<file path="config.mk">
export PLATFORM = sky130hd
export DESIGN_NAME = bds_scan
export DESIGN_NICKNAME = d
export VERILOG_FILES = /design/src/rtl/bds_pkg.sv /design/src/rtl/bds_scan.sv
export SDC_FILE = /design/constraint.sdc
export NUM_CORES = 1
export LEC_CHECK = 0
export BUFFER_PORTS_ARGS = -buffer_cell sky130_fd_sc_hd__buf_2
export CORE_ASPECT_RATIO = 1.75
export CORE_MARGIN = 5
export CORE_UTILIZATION = 49
export CTS_CLUSTER_SIZE = 8
export DETAILED_ROUTE_END_ITERATION = 8
export GPL_TIMING_DRIVEN = 0
export MAX_ROUTING_LAYER = met4
export PLACE_DENSITY_LB_ADDON = 0.3
export SETUP_SLACK_MARGIN = 0.4
export SYNTH_ARGS = -nofsm -noshare
export SYNTH_HDL_FRONTEND = slang
export SYNTH_SLANG_ARGS = --single-unit
</file>
<file path="constraint.sdc">
create_clock -name i_clk -period 6.33 [get_ports i_clk]
set_input_delay 0.9495 -clock i_clk [delete_from_list [all_inputs] [get_ports i_clk]]
set_output_delay 0.9495 -clock i_clk [all_outputs]
set_load 0.1 [all_outputs]
</file>
<file path="src/rtl/bds_pkg.sv">
`timescale 1ns / 1ps

package bds_pkg;

    localparam int PIX_W  = 32;
    localparam int LANE_W = 12;
    localparam int SUM_W  = 4 * LANE_W;

    localparam int DEF_MAX_WIDTH  = 2048;
    localparam int DEF_MAX_HEIGHT = 4096;

    localparam int WIDTH_RESET  = 2048;
    localparam int HEIGHT_RESET = 4;
    localparam int MIN_DIM      = 4;

    localparam int CFG_AW       = 3;
    localparam int CFG_DW       = 32;
    localparam int WIDTH_REG_W  = 12;
    localparam int HEIGHT_REG_W = 13;

    // register select is paddr[2]
    localparam logic REG_WIDTH  = 1'b0;
    localparam logic REG_HEIGHT = 1'b1;

    // one tile-column step handed from the scanner to the accumulator
    typedef struct packed {
        logic [SUM_W-1:0] tp;
        logic             first_row;
        logic             last_row;
        logic             row_end;
        logic             frame_end;
    } t_item;

    function automatic int clamp_dim(input int v, input int top);
        int r;
        r = v;
        if (v < MIN_DIM) begin
            r = MIN_DIM;
        end else if (v > top) begin
            r = top;
        end
        return r;
    endfunction

    // four 8-bit channels into four 12-bit lanes
    function automatic logic [SUM_W-1:0] spread(input logic [PIX_W-1:0] px);
        return {4'b0, px[31:24], 4'b0, px[23:16], 4'b0, px[15:8], 4'b0, px[7:0]};
    endfunction

    // each lane divided by 16, packed back into 32 bits
    function automatic logic [PIX_W-1:0] average(input logic [SUM_W-1:0] s);
        return {s[47:40], s[35:28], s[23:16], s[11:4]};
    endfunction

endpackage

</file>
<file path="src/rtl/bds_scan.sv">
`timescale 1ns / 1ps

module bds_scan #(
    parameter int MAX_WIDTH  = bds_pkg::DEF_MAX_WIDTH,
    parameter int MAX_HEIGHT = bds_pkg::DEF_MAX_HEIGHT,
    parameter int WW         = $clog2(MAX_WIDTH + 1),
    parameter int HW         = $clog2(MAX_HEIGHT + 1),
    parameter int AW         = ((MAX_WIDTH / 4) > 1) ? $clog2(MAX_WIDTH / 4) : 1
) (
    input  logic                      i_clk,
    input  logic                      i_rst_n,
    input  logic [WW-1:0]             i_width,
    input  logic [HW-1:0]             i_height,
    input  logic                      i_restart,
    input  logic                      i_valid,
    input  logic                      i_ready,
    input  logic [bds_pkg::PIX_W-1:0] i_pixel,
    output logic                      o_item_valid,
    output bds_pkg::t_item            o_item,
    output logic [AW-1:0]             o_addr
);

    localparam int CW = $clog2(MAX_WIDTH);
    localparam int RW = $clog2(MAX_HEIGHT);

    logic [CW-1:0]             r_col;
    logic [RW-1:0]             r_row;
    logic [bds_pkg::SUM_W-1:0] r_tp;
    logic [bds_pkg::SUM_W-1:0] n_tp;

    logic          accept;
    logic [WW-1:0] col_x;
    logic [HW-1:0] row_x;
    logic [WW-1:0] used_w;
    logic [HW-1:0] used_h;
    logic          in_region;
    logic          col_wrap;
    logic          row_wrap;
    logic          tile_col_end;
    logic [CW-1:0] col_tile;

    assign accept       = i_valid && i_ready;
    assign col_x        = WW'(r_col);
    assign row_x        = HW'(r_row);
    assign used_w       = {i_width[WW-1:2], 2'b00};
    assign used_h       = {i_height[HW-1:2], 2'b00};
    assign in_region    = (col_x < used_w) && (row_x < used_h);
    assign col_wrap     = (col_x == i_width - 1'b1);
    assign row_wrap     = (row_x == i_height - 1'b1);
    assign tile_col_end = (r_col[1:0] == 2'b11);
    assign col_tile     = r_col >> 2;

    assign n_tp = ((r_col[1:0] == 2'b00) ? '0 : r_tp) + bds_pkg::spread(i_pixel);

    always_ff @(posedge i_clk) begin
        if (!i_rst_n) begin
            r_col <= '0;
            r_row <= '0;
        end else if (i_restart) begin
            r_col <= '0;
            r_row <= '0;
        end else if (accept) begin
            if (col_wrap) begin
                r_col <= '0;
                r_row <= row_wrap ? '0 : r_row + 1'b1;
            end else begin
                r_col <= r_col + 1'b1;
            end
        end
    end

    // running sum over the first three pixels of the tile row
    always_ff @(posedge i_clk) begin
        if (accept && in_region && !tile_col_end) begin
            r_tp <= n_tp;
        end
    end

    assign o_item_valid     = accept && in_region && tile_col_end;
    assign o_item.tp        = n_tp;
    assign o_item.first_row = (r_row[1:0] == 2'b00);
    assign o_item.last_row  = (r_row[1:0] == 2'b11);
    assign o_item.row_end   = (col_x == used_w - 1'b1);
    assign o_item.frame_end = (col_x == used_w - 1'b1) && (row_x == used_h - 1'b1);
    assign o_addr           = col_tile[AW-1:0];

endmodule

</file>
==> flow_summary.rst <==
.. list-table::
   :header-rows: 1

   * - Metric
     - Value
   * - Non-Filler Cell Area, Final
     - 7730 um2
   * - Crit path largest cell delay
     - between 400 and 500 ps
   * - Initial core utilization
     - 49.9%
   * - Core area
     - 13000 um2
   * - Clock tree from TritonCTS
     - built
   * - Clock buffers created by TritonCTS
     - 9
   * - Ant. Diodes
     - 0
   * - Floorplan row count
     - 55
   * - Final hold violations
     - 0
   * - Via count
     - 5895
   * - Pre-CTS setup slack
     - ~16 ps
   * - Final setup violation count
     - 0
   * - Pwr Density
     - around 180 nW/um2
   * - Crit path setup slack, layout
     - 664 ps
   * - Total number of clock tree sinks
     - 71
   * - Worst rel slew slack
     - 54.5%
   * - Crit-path max FO
     - 10
   * - Combined area of the multi-input logic cells
     - about 4400 um2
   * - Number of H-tree levels
     - 3
   * - Routed Antenna Nets
     - 0
   * - Worst-Skew Late Latency
     - around 330 ps
   * - Most frequent cell after synthesis
     - nor2_1
   * - Synthesized area per cell
     - 8.60 um2
   * - Clock Path Buffers
     - 2
   * - Gr ovfl total
     - 0
   * - Global-route wire length before repair
     - roughly 28 mm
   * - Wire length per cell after detailed routing
     - 15.9 um
   * - Top_reg_cell synth
     - edfxtp_1
   * - Area delta synth->final
     - 19.0%
   * - Arrival time of data at the critical path endpoint
     - around 4700 ps
   * - Critical path endpoint category
     - output pin
   * - Detailed-router iteration count before antenna repair
     - 7
   * - Post-CTS Hold Buffers
     - 0
   * - VDD IR-drop max
     - between 0.1 and 0.15 mV
   * - Crit path kind
     - reg -> out
   * - Share of the synthesized area in the top cell type
     - 22.2%
   * - Synthesized area
     - 6500 um2
   * - Cell Count, Final, Fillers Out
     - between 1k and 1.5k
   * - Top-level I/O count
     - about 120
   * - Vias per std cell
     - 5.56
   * - Synthesized netlist cell count
     - 755
   * - # fillers
     - roughly 1.2k
   * - Dominant cell type by area after synthesis
     - edfxtp_1
   * - Required time at the worst-slack endpoint
     - 5380 ps
   * - Maximum number of pins on one net before global-route repair
     - 30
   * - Fmax
     - around 180 MHz
   * - Share of the core filled with cells in the final layout
     - about three fifths
   * - Cells along the critical path
     - inv_1 -> ha_2 -> clkbuf_2 -> clkbuf_2 -> nor2b_1 -> ha_1 -> a2111oi_0 -> a31oi_1 -> a31oi_2 -> o21ai_0 -> a31oi_2 -> a21oi_1 -> o311ai_2 -> buf_4
   * - Clock period minus worst slack
     - 5670 ps
   * - Clock transition time at the flip-flop clock pins of the worst setup and hold paths
     - 50 ps
   * - Post-synthesis register bit count
     - 71
   * - Cell area reported after detailed placement
     - ~7400 um2
   * - Worst clock skew
     - 9.46 ps
   * - Distinct cell type count after synthesis
     - between 70 and 80
   * - Class of the most critical hold timing path
     - reg -> reg
   * - Width of the chip
     - 97.0 um
   * - Final HPWL from detailed placement
     - 13.5 mm
   * - Quantity of I/O buffers inserted on ports
     - 118
   * - Crit start category
     - flop
   * - Buffers plus inverters on the worst setup path
     - 4
   * - Total wire length after detailed routing
     - 16.9 mm
   * - Syn nets
     - 877
   * - Setup repair after global routing missed its margin
     - false
   * - Result of the run
     - completed
   * - Cell family contributing the most delay on the critical path
     - compound AO/OA/AOI/OAI gates
   * - DIE AREA
     - roughly 16000 um2
   * - Final number of max-transition violations
     - 0
   * - Asr flop ratio synth
     - 0%
   * - Placer Congestion
     - 0.889
   * - Cell total after placement
     - 1045
   * - Transition at the pin with the smallest max-transition slack
     - 681 ps
   * - Post-route DRC
     - 0
   * - Seq. cell area
     - 1900 um2
   * - DIE HEIGHT
     - approximately 160 um
   * - Sequential element share of the synthesized area
     - 29.3%
   * - DRT iter0 DRCs
     - about 230
   * - Antenna violations before repair
     - 0
   * - Number of global-route vias before repair
     - 5892
   * - Share of post-route cells with drive strength above 1
     - between 20% and 30%
   * - Layout net count
     - 1007
   * - CP max-delay cell
     - a2111oi_0
   * - Root Buffer
     - clkbuf_16
   * - Top post-synthesis cells by area
     - edfxtp_1 22%, ha_1 11%, xor2_1 7.6%
   * - Combined global-route utilization of all metal layers
     - 21.8%
   * - Total Neg Setup Slack
     - 0 ps
   * - Max Cap Violations
     - 0
   * - LEAKAGE
     - 3.42 nW
   * - Commonest cells in the netlist
     - 62 x nor2_1, 59 x ha_1, 56 x xor2_1, 54 x nand2_1, 50 x xnor2_1
   * - Number of enable-type register cells in the synthesized netlist
     - 48
   * - Final Cycle Share
     - 89.5%
   * - Warning count from the yosys run
     - 0
-- worst paths after layout --
path | from | to | slack, ps | cells after the start
worst min-delay path | r_col[1] | r_col[1] | 570 | 2
worst min register to register | r_col[1] | r_col[1] | 570 | 2
worst max-delay path | r_col[0] | o_item[45] | 660 | 14
worst max register to register | r_col[0] | r_tp[46] | 2050 | 14
-- cell usage in the layout (no fill, tap or decap), drive strengths merged, types with 7 or more instances in the layout --
| cell type | n |
|---|---|
| o211ai | 8 |
| a31oi | 7 |
| edfxtp | 48 |
| nor3 | 15 |
| buf | 131 |
| xnor2 | 50 |
| nand4 | 9 |
| clkbuf | 40 |
| and2 | 7 |
| o21ai | 21 |
| and3 | 9 |
| a21o | 18 |
| nor2b | 47 |
| inv | 41 |
| a21oi | 47 |
| nand3 | 34 |
| nand2 | 54 |
| xor2 | 56 |
| dfxtp | 23 |
| nor4 | 7 |
| nor2 | 62 |
| ha | 59 |
-- where the power goes --
part	switching [mW]	total, mW	internal [mW]
Sequential	0.00541	0.521	0.516
Combinational	0.307	0.408	0.101
Clock	0.188	0.486	0.298
Total	0.500	1.42	0.915
-- sequential cells by signal (all words and copies together) (netlist names) --
name	cells
r_col	11
r_row	12
r_tp	48
-- metrics by stage --
| stage | hold WS [ps] | power (mW) |
|---|---|---|
| 3_5_place_dp | 558 | 0.935 |
| 3_3_place_gp | 556 | 0.929 |
| 6_report | 571 | 1.42 |
| 5_1_grt | 602 | 1.48 |
| 2_1_floorplan | 522 | 0.848 |
| 4_1_cts | 565 | 1.42 |
-- kinds of logic (layout without fill, tap and decap cells) --
| family | after synthesis | after routing | share of synthesized area [%] |
|---|---|---|---|
| compound gates | 156 | 156 | 16.1 |
| flops | 71 | 71 | 29.3 |
| xor+xnor | 106 | 106 | 14.3 |
| buf+inv | 79 | 214 | 5.28 |
| simple gates | 281 | 281 | 23.1 |
| fa+ha+maj | 60 | 60 | 11.7 |
| mux | 2 | 2 | 0.327 |
-- worst register-to-register path: cells and delay by family (launching register included) --
kind,cells,cell delay [ps]
buf+inv,3,660
compound gates,4,1030
fa+ha+maj,2,700
simple gates,4,970
mux,1,300
flops,1,360
-- final cells by class --
cell class                      count  share of cell area, %
Multi-Input combinational cell    605                   56.3
Clock buffer                       13                   3.51
Sequential cell                    71                   24.6
Timing Repair Buffer              119                   8.16
Tap cell                          171                   2.77
Buffer                             39                   2.57
Inverter                           40                   1.94
Clock inverter                      3                  0.194
-- layer usage --
layer,vias to the layer above,wire length [um],GRT usage (%)
li1,2958,-,-
met1,2775,6230,21.3
met2,129,9560,42.9
met3,33,657,3.05
met4,0,456,7.73
met5,-,0,-
-- what timing repair did --
action / 4_1_cts / 5_1_grt
endpoints found under the setup margin: 17 / 11
gates resized for setup: 14 / 9
buffers inserted: 0 / 0
pin swaps: 0 / 2
(Power assumes the default switching activity.)
