**config.mk**
```make
export PLATFORM = sky130hd
export DESIGN_NAME = bds_cfg
export DESIGN_NICKNAME = d
export VERILOG_FILES = /design/src/rtl/bds_pkg.sv /design/src/rtl/bds_cfg.sv
export SDC_FILE = /design/constraint.sdc
export NUM_CORES = 1
export LEC_CHECK = 0
export ABC_AREA = 1
export ABC_CLOCK_PERIOD_IN_PS = 1500
export BUFFER_PORTS_ARGS = -buffer_cell sky130_fd_sc_hd__clkbuf_2
export CELL_PAD_IN_SITES_DETAIL_PLACEMENT = 2
export CELL_PAD_IN_SITES_GLOBAL_PLACEMENT = 2
export CORE_ASPECT_RATIO = 0.75
export CORE_MARGIN = 5
export CORE_UTILIZATION = 24
export DETAILED_ROUTE_END_ITERATION = 12
export PLACE_DENSITY = 0.83
export SLEW_MARGIN = 15
export SYNTH_ARGS = -nofsm -noshare
export SYNTH_HDL_FRONTEND = slang
export SYNTH_SLANG_ARGS = --single-unit
```
**constraint.sdc**
```tcl
create_clock -name i_clk -period 1.5 [get_ports i_clk]
set_input_delay 0.3 -clock i_clk [delete_from_list [all_inputs] [get_ports i_clk]]
set_output_delay 0.3 -clock i_clk [all_outputs]
set_load 0.02 [all_outputs]
```
**src/rtl/bds_pkg.sv**
```systemverilog
`timescale 1ns / 1ps

package bds_pkg;

    localparam int PIX_W  = 32;
    localparam int LANE_W = 12;
    localparam int SUM_W  = 4 * LANE_W;

    localparam int DEF_MAX_WIDTH  = 2048;
    localparam int DEF_MAX_HEIGHT = 4096;

    localparam int WIDTH_RESET  = 2048;
    localparam int HEIGHT_RESET = 4;
    localparam int MIN_DIM      = 4;

    localparam int CFG_AW       = 3;
    localparam int CFG_DW       = 32;
    localparam int WIDTH_REG_W  = 12;
    localparam int HEIGHT_REG_W = 13;

    // register select is paddr[2]
    localparam logic REG_WIDTH  = 1'b0;
    localparam logic REG_HEIGHT = 1'b1;

    // one tile-column step handed from the scanner to the accumulator
    typedef struct packed {
        logic [SUM_W-1:0] tp;
        logic             first_row;
        logic             last_row;
        logic             row_end;
        logic             frame_end;
    } t_item;

    function automatic int clamp_dim(input int v, input int top);
        int r;
        r = v;
        if (v < MIN_DIM) begin
            r = MIN_DIM;
        end else if (v > top) begin
            r = top;
        end
        return r;
    endfunction

    // four 8-bit channels into four 12-bit lanes
    function automatic logic [SUM_W-1:0] spread(input logic [PIX_W-1:0] px);
        return {4'b0, px[31:24], 4'b0, px[23:16], 4'b0, px[15:8], 4'b0, px[7:0]};
    endfunction

    // each lane divided by 16, packed back into 32 bits
    function automatic logic [PIX_W-1:0] average(input logic [SUM_W-1:0] s);
        return {s[47:40], s[35:28], s[23:16], s[11:4]};
    endfunction

endpackage

```
**src/rtl/bds_cfg.sv**
```systemverilog
`timescale 1ns / 1ps

module bds_cfg #(
    parameter int MAX_WIDTH  = bds_pkg::DEF_MAX_WIDTH,
    parameter int MAX_HEIGHT = bds_pkg::DEF_MAX_HEIGHT,
    parameter int WW         = $clog2(MAX_WIDTH + 1),
    parameter int HW         = $clog2(MAX_HEIGHT + 1)
) (
    input  logic                       i_clk,
    input  logic                       i_rst_n,
    input  logic                       psel,
    input  logic                       penable,
    input  logic                       pwrite,
    input  logic [bds_pkg::CFG_AW-1:0] paddr,
    input  logic [bds_pkg::CFG_DW-1:0] pwdata,
    output logic [bds_pkg::CFG_DW-1:0] prdata,
    output logic                       pready,
    output logic [WW-1:0]              o_width,
    output logic [HW-1:0]              o_height,
    output logic                       o_restart
);

    localparam int WIDTH_C_RESET  = bds_pkg::clamp_dim(bds_pkg::WIDTH_RESET, MAX_WIDTH);
    localparam int HEIGHT_C_RESET = bds_pkg::clamp_dim(bds_pkg::HEIGHT_RESET, MAX_HEIGHT);

    logic [bds_pkg::WIDTH_REG_W-1:0]  r_width_raw;
    logic [bds_pkg::HEIGHT_REG_W-1:0] r_height_raw;
    logic [WW-1:0]                    r_width_c;
    logic [HW-1:0]                    r_height_c;
    logic                             wr;

    assign wr = psel && penable && pwrite;

    always_ff @(posedge i_clk) begin
        if (!i_rst_n) begin
            r_width_raw  <= bds_pkg::WIDTH_REG_W'(bds_pkg::WIDTH_RESET);
            r_height_raw <= bds_pkg::HEIGHT_REG_W'(bds_pkg::HEIGHT_RESET);
            r_width_c    <= WW'(WIDTH_C_RESET);
            r_height_c   <= HW'(HEIGHT_C_RESET);
        end else if (wr) begin
            unique case (paddr[2])
                bds_pkg::REG_WIDTH: begin
                    r_width_raw <= pwdata[bds_pkg::WIDTH_REG_W-1:0];
                    r_width_c   <= WW'(bds_pkg::clamp_dim(
                        int'(pwdata[bds_pkg::WIDTH_REG_W-1:0]), MAX_WIDTH));
                end
                bds_pkg::REG_HEIGHT: begin
                    r_height_raw <= pwdata[bds_pkg::HEIGHT_REG_W-1:0];
                    r_height_c   <= HW'(bds_pkg::clamp_dim(
                        int'(pwdata[bds_pkg::HEIGHT_REG_W-1:0]), MAX_HEIGHT));
                end
                default: ;
            endcase
        end
    end

    always_comb begin
        unique case (paddr[2])
            bds_pkg::REG_WIDTH:  prdata = bds_pkg::CFG_DW'(r_width_raw);
            bds_pkg::REG_HEIGHT: prdata = bds_pkg::CFG_DW'(r_height_raw);
            default:             prdata = '0;
        endcase
    end

    assign pready    = 1'b1;
    assign o_width   = r_width_c;
    assign o_height  = r_height_c;
    assign o_restart = wr;

endmodule

```
==> summary.txt, run 1 <==
Floorplanning
  – Die ar.: 11600 µm²
  – Ports: 99
  – Chip height: 94.5 µm
  – Row cnt: 30
  – Initial Util: 24.9%
  – Placeable Area: 9160 µm²
  – Die width: 123 µm

STA
  – RSZ-0062 raised after global routing: false
  – Finish-stage setup viols: 0
  – Slew Viols, Final: 0
  – Highest Clock Rate: 693 MHz
  – Fin crit share: 96.2%
  – Min Tclk post-route: 1440 ps
  – Worst Skew: 0 ps
  – Fin Setup TNS: 0 ps
  – Final hold violations: 0
  – Setup ws final: 57.7 ps

Drt
  – Routed vias/inst: 4.22
  – Initial DRC Count: 80
  – WL/cell: 14.9 µm
  – Post-route ant nets: 0
  – DRC violations left: 0
  – Via count: 2235
  – DRT Pass-1 Iters: 4
  – Post-Route WL: 7.91 mm

Final layout
  – Area delta synth->final: 26.0%
  – Final core occ: 31.4%
  – Share of cells above drive strength 1: 21.7%
  – Filler cell count in the final layout: 1154
  – Register area: 1000 µm²
  – Multi-input logic area: 1000 µm²
  – Cell area after layout: 2880 µm²
  – Diode count: 0
  – Fin nets: 440
  – Most frequent cells in the layout: nand2_1, clkbuf_2, a21oi_1, dfxtp_1, inv_1
  – Fin cells: 529
  – Most common cell after layout, fill and taps aside: nand2_1

CTS
  – H-tree level count: 2
  – Maximum buffer depth of the clock tree: 2
  – Worst-skew pair later-pin latency: 290 ps
  – CTS Root Cell: clkbuf_16
  – Post-CTS sizing: 0
  – Worst-path clk slew: 70 ps
  – Cts bufs inserted: 5
  – Post-CTS Setup Inserts: 0
  – CTS Hold Buffers Added: 0
  – CTS tree: done
  – Number of clock sinks seen by CTS: 50

Logic synthesis
  – Syn Area/Cell: 6.80 µm²
  – Yosys reg bits: 50
  – Distinct cells, synth: 20
  – Syn Inst Count: 336
  – Seq/Total Area, Yosys: 43.8%
  – Synth warn: 0
  – Post-Syn Area: 2280 µm²

Critical path
  – Critical path required time: 1200 ps
  – WP data arrival: 1140 ps
  – Crit Path Max Fanout: 7
  – CP Capture Type: output pin
  – Crit path kind: in2out
  – CP startpoint kind: primary input

Placed design
  – DP Area: 2710 µm²
  – Dpl ws: -31.0 ps
  – DP HPWL: 6.16 mm
  – Port Buffers: 57
  – Cells after DPL: 521
  – Placer's final routability congestion estimate: 0.772

Run status
  – Outcome: finished, final reports clean

Global routing
  – Global-route wire length before repair: 12.8 mm
  – Number of global-route vias before repair: 2403
  – Gr usage total: 14.1%
  – Pin count of the biggest net entering global routing: 21
  – Initial antenna violation count: 0
  – GRT overflow: 0

Pwr
  – Power per cell area: 1040 nW/µm²
  – Lkg Pwr: 1.30 nW
  – Peak VDD IR: 471 µV

Worst hold path
  – Hold Path Class: in2reg

Run
  – Max Cap Violations: 0
report_power, final:
group / switching [mW] / total [mW] / internal [mW]
logic: 0.230 / 0.318 / 0.0876
registers: 0.0134 / 1.37 / 1.35
clock network: 0.519 / 1.31 / 0.789
total: 0.763 / 2.99 / 2.23
final timing paths:
path                          end  depth (start not counted)  slack (ps)            start
setup / recovery        prdata[2]                          6          60         paddr[2]
hold / removal     r_width_raw[2]                          3         270          i_rst_n
setup reg to reg  r_height_raw[2]                          1         810  r_height_raw[2]
hold reg to reg       o_width[11]                          2         450      o_width[11]
registers in the layout (all words and copies together), names as in the netlist:
register / count
o_height: 13
o_width: 12
r_height_raw: 13
r_width_raw: 12
cells in the mapped netlist, drive strengths merged:
| master | count | area, µm² |
|---|---|---|
| a21oi | 50 | 250 |
| nor3 | 1 | 5.00 |
| buf | 26 | 189 |
| o211ai | 1 | 7.51 |
| nand2 | 120 | 450 |
| nor2 | 32 | 144 |
| nand3b | 1 | 7.51 |
| clkbuf | 8 | 30.0 |
| inv | 34 | 128 |
| dfxtp | 50 | 1000 |
| conb | 2 | 7.51 |
| nand3 | 6 | 35.0 |
| a211o | 1 | 8.76 |
| o21ai | 4 | 20.0 |
cells by family (layout without fill, tap and decap cells):
| kind of cell | after synthesis | after routing | share of synthesized area [%] |
|---|---|---|---|
| and+or+nand+nor | 160 | 160 | 28.1 |
| AOI/OAI and AO/OA | 56 | 56 | 12.5 |
| DFF | 50 | 50 | 43.8 |
| buffers and inverters | 68 | 115 | 15.2 |
| other | 2 | 20 | 0.329 |
critical path, stage by stage:
cell      delay [ps]
clkbuf_2         150
inv_2            180
buf_4            200
nand2_1           70
nand2_1           70
clkbuf_2         170
final cells by class:
cell class,instances,share of cell area [%]
inverters,34,4.44
well taps,128,5.57
clock buffers,6,4.48
clock inverters,2,1.30
multi-input cells,236,34.9
repair buffers,73,14.5
flip-flops and latches,50,34.8
stage by stage:
step / power (mW) / hold slack (ps)
after floorplan: 1.62 / 431
after global placement: 1.70 / 440
after detailed placement: 1.71 / 445
after CTS: 3.02 / 271
after global routing: 3.10 / 303
final: 2.99 / 270
metal layers:
layer,share of wire [%],routed length [µm],up-vias,track usage (%)
li1,-,-,1121,-
met1,48,3820,1062,18.8
met2,45,3560,47,22.7
met3,5.6,445,5,4.07
met4,0.92,73,0,3.17
met5,0,0,-,0
No activity file was read; power rests on OpenSTA's default activity.
==> run 2, diff against run 1 <==
--- a/config.mk
+++ b/config.mk
@@ -5,14 +5,14 @@
 export SDC_FILE = /design/constraint.sdc
 export NUM_CORES = 1
 export LEC_CHECK = 0
-export ABC_AREA = 1
+export ABC_AREA = 0
 export ABC_CLOCK_PERIOD_IN_PS = 1500
 export BUFFER_PORTS_ARGS = -buffer_cell sky130_fd_sc_hd__clkbuf_2
 export CELL_PAD_IN_SITES_DETAIL_PLACEMENT = 2
 export CELL_PAD_IN_SITES_GLOBAL_PLACEMENT = 2
 export CORE_ASPECT_RATIO = 0.75
 export CORE_MARGIN = 5
-export CORE_UTILIZATION = 24
+export CORE_UTILIZATION = 26
 export DETAILED_ROUTE_END_ITERATION = 12
 export PLACE_DENSITY = 0.83
 export SLEW_MARGIN = 15
==> summary.txt, run 2 <==
Critical path
  – WP data arrival: 1130 ps (about the same)
  – CP Capture Type: output pin
  – Critical path required time: 1200 ps (about the same)
  – Crit Path Max Fanout: 14 (+7)
  – CP startpoint kind: primary input
  – Crit path kind: in2out
  – R2R setup slack: 750 ps (-60 ps)

Drt
  – DRT Pass-1 Iters: 4 (unchanged)
  – DR top layer: met4
  – DRC violations left: 0 (unchanged)
  – Routed vias/inst: 4.68 (+11%)
  – Post-Route WL: 7.52 mm (-4.9%)
  – Met3 Wirelength: 360 µm (-19%)
  – M1 wire length: 3.34 mm (-13%)
  – WL/cell: 17.4 µm (+17%)
  – DR WL met2: 3.76 mm (+5.4%)
  – Via count: 2017 (-9.8%)
  – Initial DRC Count: 67 (-16%)
  – Post-route ant nets: 0 (unchanged)

Placed design
  – DP HPWL: 5.65 mm (-8.4%)
  – Port Buffers: 57 (unchanged)
  – Placer's final routability congestion estimate: 0.774 (+0.21%)
  – Cells after DPL: 424 (-19%)
  – DP Area: 2680 µm² (-1.3%)
  – Dpl ws: -72.7 ps (-41.7 ps)

Final layout
  – Multi-input logic area: 1040 µm² (+3.6%)
  – Share of cells above drive strength 1: 31.9% (+10 points)
  – Filler cell count in the final layout: 971 (-16%)
  – Area delta synth->final: 26.3%
  – Fin cells: 431 (-19%)
  – Diode count: 0 (unchanged)
  – Cell area after layout: 2810 µm² (-2.3%)
  – Register area: 1000 µm² (unchanged)
  – Most frequent cells in the layout: nand2_1, clkbuf_2, dfxtp_1
  – Fin nets: 363 (-18%)
  – Most common cell after layout, fill and taps aside: nand2_1

Worst hold path
  – Hold Path Class: in2reg

CTS
  – Worst-path clk slew: 60 ps (about the same)
  – CTS tree: done
  – Post-CTS sizing: 0 (unchanged)
  – Cts bufs inserted: 5 (unchanged)
  – Post-CTS Setup Inserts: 0 (unchanged)
  – Maximum buffer depth of the clock tree: 2 (unchanged)
  – Worst-skew pair later-pin latency: 280 ps (about the same)
  – H-tree level count: 2 (unchanged)
  – CTS Root Cell: clkbuf_16
  – CTS Hold Buffers Added: 0 (unchanged)
  – Number of clock sinks seen by CTS: 50 (unchanged)

Logic synthesis
  – Yosys top cell by area: dfxtp_1
  – Most common cell in the netlist: nand2_1
  – Top_reg_cell synth: dfxtp_1
  – Post-Syn Area: 2230 µm² (-2.5%)
  – EDFF count, synth: 0 (unchanged)
  – Yosys reg bits: 50 (unchanged)
  – Commonest cells in the netlist: nand2_1, dfxtp_1, a21oi_1, buf_4
  – Area share of the largest cell type after synthesis: 45.0% (+1.1 points)
  – Syn Area/Cell: 8.69 µm² (+28%)
  – Synth warn: 0 (unchanged)
  – Asr flop ratio synth: 0% (unchanged)
  – Seq/Total Area, Yosys: 45.0% (+1.1 points)
  – Main area contributors after synthesis: dfxtp_1, nand2_1, a21oi_1, buf_4, mux2_2
  – Distinct cells, synth: 30 (+50%)
  – Syn Inst Count: 256 (-24%)

Floorplanning
  – Ports: 99 (unchanged)
  – Die ar.: 10500 µm² (-9.1%)
  – Die width: 117 µm (-4.7%)
  – Placeable Area: 8420 µm² (-8.1%)
  – Row cnt: 29 (-3.3%)
  – Initial Util: 26.4% (+1.5 points)
  – Chip height: 90.1 µm (-4.6%)

Global routing
  – Global-route wire length before repair: 12.1 mm (-5.0%)
  – Gr usage total: 14.7% (+0.61 points)
  – Number of global-route vias before repair: 2290 (-4.7%)
  – GRT overflow: 0 (unchanged)
  – Initial antenna violation count: 0 (unchanged)
  – Pin count of the biggest net entering global routing: 26 (+24%)

STA
  – RSZ-0062 raised after global routing: false
  – Fin crit share: 95.3% (-0.85 points)
  – Slew Viols, Final: 0 (unchanged)
  – Hold slack: 309 ps (+39.1 ps)
  – Highest Clock Rate: 700 MHz (+0.90%)
  – Finish-stage setup viols: 0 (unchanged)
  – Min Tclk post-route: 1430 ps (-12.8 ps)
  – Setup ws final: 70.5 ps (+12.8 ps)
  – Final hold violations: 0 (unchanged)
  – Worst Skew: 0 ps (unchanged)

Pwr
  – Lkg Pwr: 1.17 nW (-9.9%)
  – Peak VDD IR: 387 µV (-18%)
  – Power per cell area: 992 nW/µm² (-4.6%)
  – Total power draw: 2.79 mW (-6.7%)

Run status
  – Outcome: finished, final reports clean

Run
  – Max Cap Violations: 0 (unchanged)
run 2: cell count changes in the layout (fill, tap and decap cells not counted), sizes merged, moves of 2 or more:
cell and change:
nand2 -53, nand3 +3, mux2 +12, inv -33, nor2 -29, a21oi -12, nand2b +2, a31oi +2
a32o +5, buf +7, nand3b +11
run 2: metrics by stage:
stage          TNS, ps  utilization, %
6_report             0            33.4
5_1_grt              0            33.4
4_1_cts              0            33.4
3_5_place_dp      -521            31.8
3_3_place_gp     -69.2            31.8
2_1_floorplan        0               -
run 2: critical path, stage by stage:
cell	delay [ps]
clkbuf_2	130
buf_12	160
mux2_2	360
clkbuf_2	160
run 2: power by group:
part / switching (mW) / internal, mW
sequential: 0.0130 / 1.35
clock: 0.479 / 0.610
combinational: 0.224 / 0.113
total: 0.715 / 2.07
run 2: path summary, 6_finish.rpt:
kind | start | end | cells after the start
setup / recovery | paddr[2] | prdata[11] | 4
hold / removal | pwdata[5] | o_width[5] | 2
setup reg to reg | o_height[2] | o_height[2] | 2
hold reg to reg | o_height[5] | o_height[5] | 2
run 2: area by class of cell:
type | count | area share [%]
clock buffer | 6 | 4.58
clock inverter | 1 | 0.267
inverter | 1 | 0.134
multi-input combinational | 185 | 37.0
sequential | 50 | 35.6
tap | 108 | 4.81
timing repair buffer | 80 | 17.6
run 2: logic make-up after synthesis:
kind of cell	Yosys count	share of synthesized area (%)
AO/OA/AOI/OAI	52	14.6
buffers and inverters	39	11.4
multiplexers	12	6.07
AND/OR/NAND/NOR	101	22.7
other	2	0.337
flip-flops	50	45.0
run 2: routing by layer:
layer  vias to the layer above  global-route usage (%)
met1                       997                    18.4
met5                         -                       0
met3                         8                    2.89
met4                         0                    2.87
met2                        56                    26.1
li1                        956                       -
==> run 3, diff against run 2 <==
==> constraint.sdc (replaced) <==
create_clock -name i_clk -period 1.5 [get_ports i_clk]
set_input_delay 0.3 -clock i_clk [delete_from_list [all_inputs] [get_ports i_clk]]
set_output_delay 0.3 -clock i_clk [all_outputs]
set_load 0.005 [all_outputs]
==> summary.txt, run 3 (synthesized netlist as in run 2, its figures left out) <==
CTS
  – Cts bufs inserted: 5 (unchanged)
  – Worst-skew pair later-pin latency: 280 ps (about the same)
  – Post-CTS sizing: 0 (unchanged)
  – CTS Hold Buffers Added: 0 (unchanged)
  – Maximum buffer depth of the clock tree: 2 (unchanged)
  – CTS Root Cell: clkbuf_16
  – Post-CTS Setup Inserts: 0 (unchanged)
  – Number of clock sinks seen by CTS: 50 (unchanged)
  – H-tree level count: 2 (unchanged)
  – Worst-path clk slew: 70 ps (about the same)
  – CTS tree: done

Critical path
  – Crit path kind: in2out
  – Crit path depth: 4 (unchanged)
  – Critical-path top delay cell: mux2_2
  – Critical-path cell list: clkbuf_2 -> buf_12 -> mux2_2 -> clkbuf_2
  – CP startpoint kind: primary input
  – Reg2reg path depth: 2 (unchanged)
  – Family with the most delay on the worst path: buffers and inverters
  – Critical Path End: prdata[11]
  – CP most frequent cell: clkbuf_2
  – Reg-to-reg endpoint: o_height[2]
  – CP startpoint: paddr[2]
  – CP Capture Type: output pin
  – Worst Path Buf+Inv: 3 (unchanged)
  – Slowest cell delay on critical path: 360 ps (about the same)
  – Worst flop-to-flop path startpoint: o_height[2]
  – R2R setup slack: 720 ps (-30 ps)
  – Crit Path Max Fanout: 13 (-1)
  – Critical path required time: 1200 ps (about the same)
  – WP data arrival: 1100 ps (-30 ps)

Run
  – Max Cap Violations: 0 (unchanged)

Drt
  – DRC violations left: 0 (unchanged)
  – DRT Pass-1 Iters: 4 (unchanged)
  – Initial DRC Count: 53 (-21%)
  – Post-Route WL: 7.38 mm (-1.9%)
  – WL/cell: 17.1 µm (-1.9%)
  – Via count: 1971 (-2.3%)
  – Routed vias/inst: 4.57 (-2.3%)
  – Post-route ant nets: 0 (unchanged)

STA
  – RSZ-0062 raised after global routing: false
  – Finish-stage setup viols: 0 (unchanged)
  – Hold slack: 296 ps (-13.1 ps)
  – Worst Skew: 0 ps (unchanged)
  – Fin crit share: 93.0% (-2.3 points)
  – Setup ws final: 105 ps (+34.5 ps)
  – Highest Clock Rate: 717 MHz (+2.5%)
  – Min Tclk post-route: 1400 ps (-34.5 ps)
  – Final hold violations: 0 (unchanged)
  – Slew Viols, Final: 0 (unchanged)

Floorplanning
  – Ports: 99 (unchanged)
  – Die ar.: 10500 µm² (unchanged)
  – Die width: 117 µm (unchanged)
  – Row cnt: 29 (unchanged)
  – Placeable Area: 8420 µm² (unchanged)
  – Chip height: 90.1 µm (unchanged)
  – Initial Util: 26.4% (unchanged)

Pwr
  – Power per cell area: 1020 nW/µm² (+2.4%)
  – Clk pwr share: 42.9% (+3.9 points)
  – Peak VDD IR: 461 µV (+19%)
  – Lkg Pwr: 1.19 nW (+1.1%)
  – Net switching power: 0.698 mW (-2.5%)
  – Gate power share: 9.6% (-2.5 points)
  – Sequential share of power: 47.5% (-1.4 points)
  – Switching Share: 24.3% (-1.4 points)
  – Total power draw: 2.87 mW (+3.0%)
  – Power Internal: 2.18 mW (+4.9%)

Final layout
  – Most common cell after layout, fill and taps aside: nand2_1
  – Most frequent cells in the layout: nand2_1, clkbuf_2, dfxtp_1
  – Final core occ: 33.6% (+0.21 points)
  – Cell area after layout: 2830 µm² (+0.62%)
  – Share of cells above drive strength 1: 32.2% (+0.31 points)
  – Area delta synth->final: 27.1%
  – Diode count: 0 (unchanged)
  – Fin nets: 362 (-0.28%)

Global routing
  – Gr usage total: 14.3% (-0.44 points)
  – Pin count of the biggest net entering global routing: 26 (unchanged)
  – Initial antenna violation count: 0 (unchanged)
  – Number of global-route vias before repair: 2232 (-2.5%)
  – GRT overflow: 0 (unchanged)
  – Global-route wire length before repair: 11.8 mm (-2.2%)

Placed design
  – DP HPWL: 5.46 mm (-3.4%)
  – Dpl ws: -65.2 ps (+7.51 ps)
  – Port Buffers: 57 (unchanged)
  – DP Area: 2670 µm² (-0.28%)
  – Placer's final routability congestion estimate: 0.737 (-4.8%)

Worst hold path
  – Hold Path Class: in2reg

Run status
  – Outcome: finished, final reports clean
run 3: cell count changes in the layout (fill, tap and decap cells not counted), sizes merged:
| cell | before | now |
|---|---|---|
| clkinvlp | 1 | 0 |
| buf | 23 | 22 |
| clkbuf | 63 | 64 |
| clkinv | 0 | 1 |
run 3: how the worst min path moves through the flow:
stage | start | to | slack, ps | depth (start not counted)
CTS | i_rst_n | r_width_raw[11] | 300 | 2
global route | pwdata[5] | o_width[5] | 310 | 2
floorplan | pwdata[2] | r_height_raw[2] | 420 | 2
global placement | r_height_raw[11] | r_height_raw[11] | 440 | 2
finish | i_rst_n | r_width_raw[11] | 300 | 2
detailed placement | r_height_raw[5] | r_height_raw[5] | 450 | 2
run 3: layer usage:
layer	wire [µm]	vias to the layer above	global-route usage, %
li1	-	955	-
met1	3370	966	18.7
met2	3660	46	24.5
met3	301	4	3.02
met4	40	0	2.01
met5	0	-	0
run 3: per-stage QoR:
stage	std cells	setup TNS (ps)
after floorplan	274	0
after global placement	423	-91.8
after CTS	431	0
after detailed placement	423	-259
after global routing	431	0
final	431	0
run 3: area by class of cell:
type	count	area, µm²
multi-input cells	185	1040
fillers	958	5590
inverters	1	3.75
well taps	108	135
flip-flops and latches	50	1000
clock inverters	1	8.76
clock buffers	7	153
repair buffers	79	488
run 3: power groups by stage:
stage                     Sequential, mW  Clock [mW]  Combinational, mW
after floorplan                     1.39           0              0.166
after global placement              1.39           0              0.268
after detailed placement            1.40           0              0.277
after CTS                           1.36        1.27              0.280
after global routing                1.37        1.33              0.303
final                               1.36        1.23              0.276
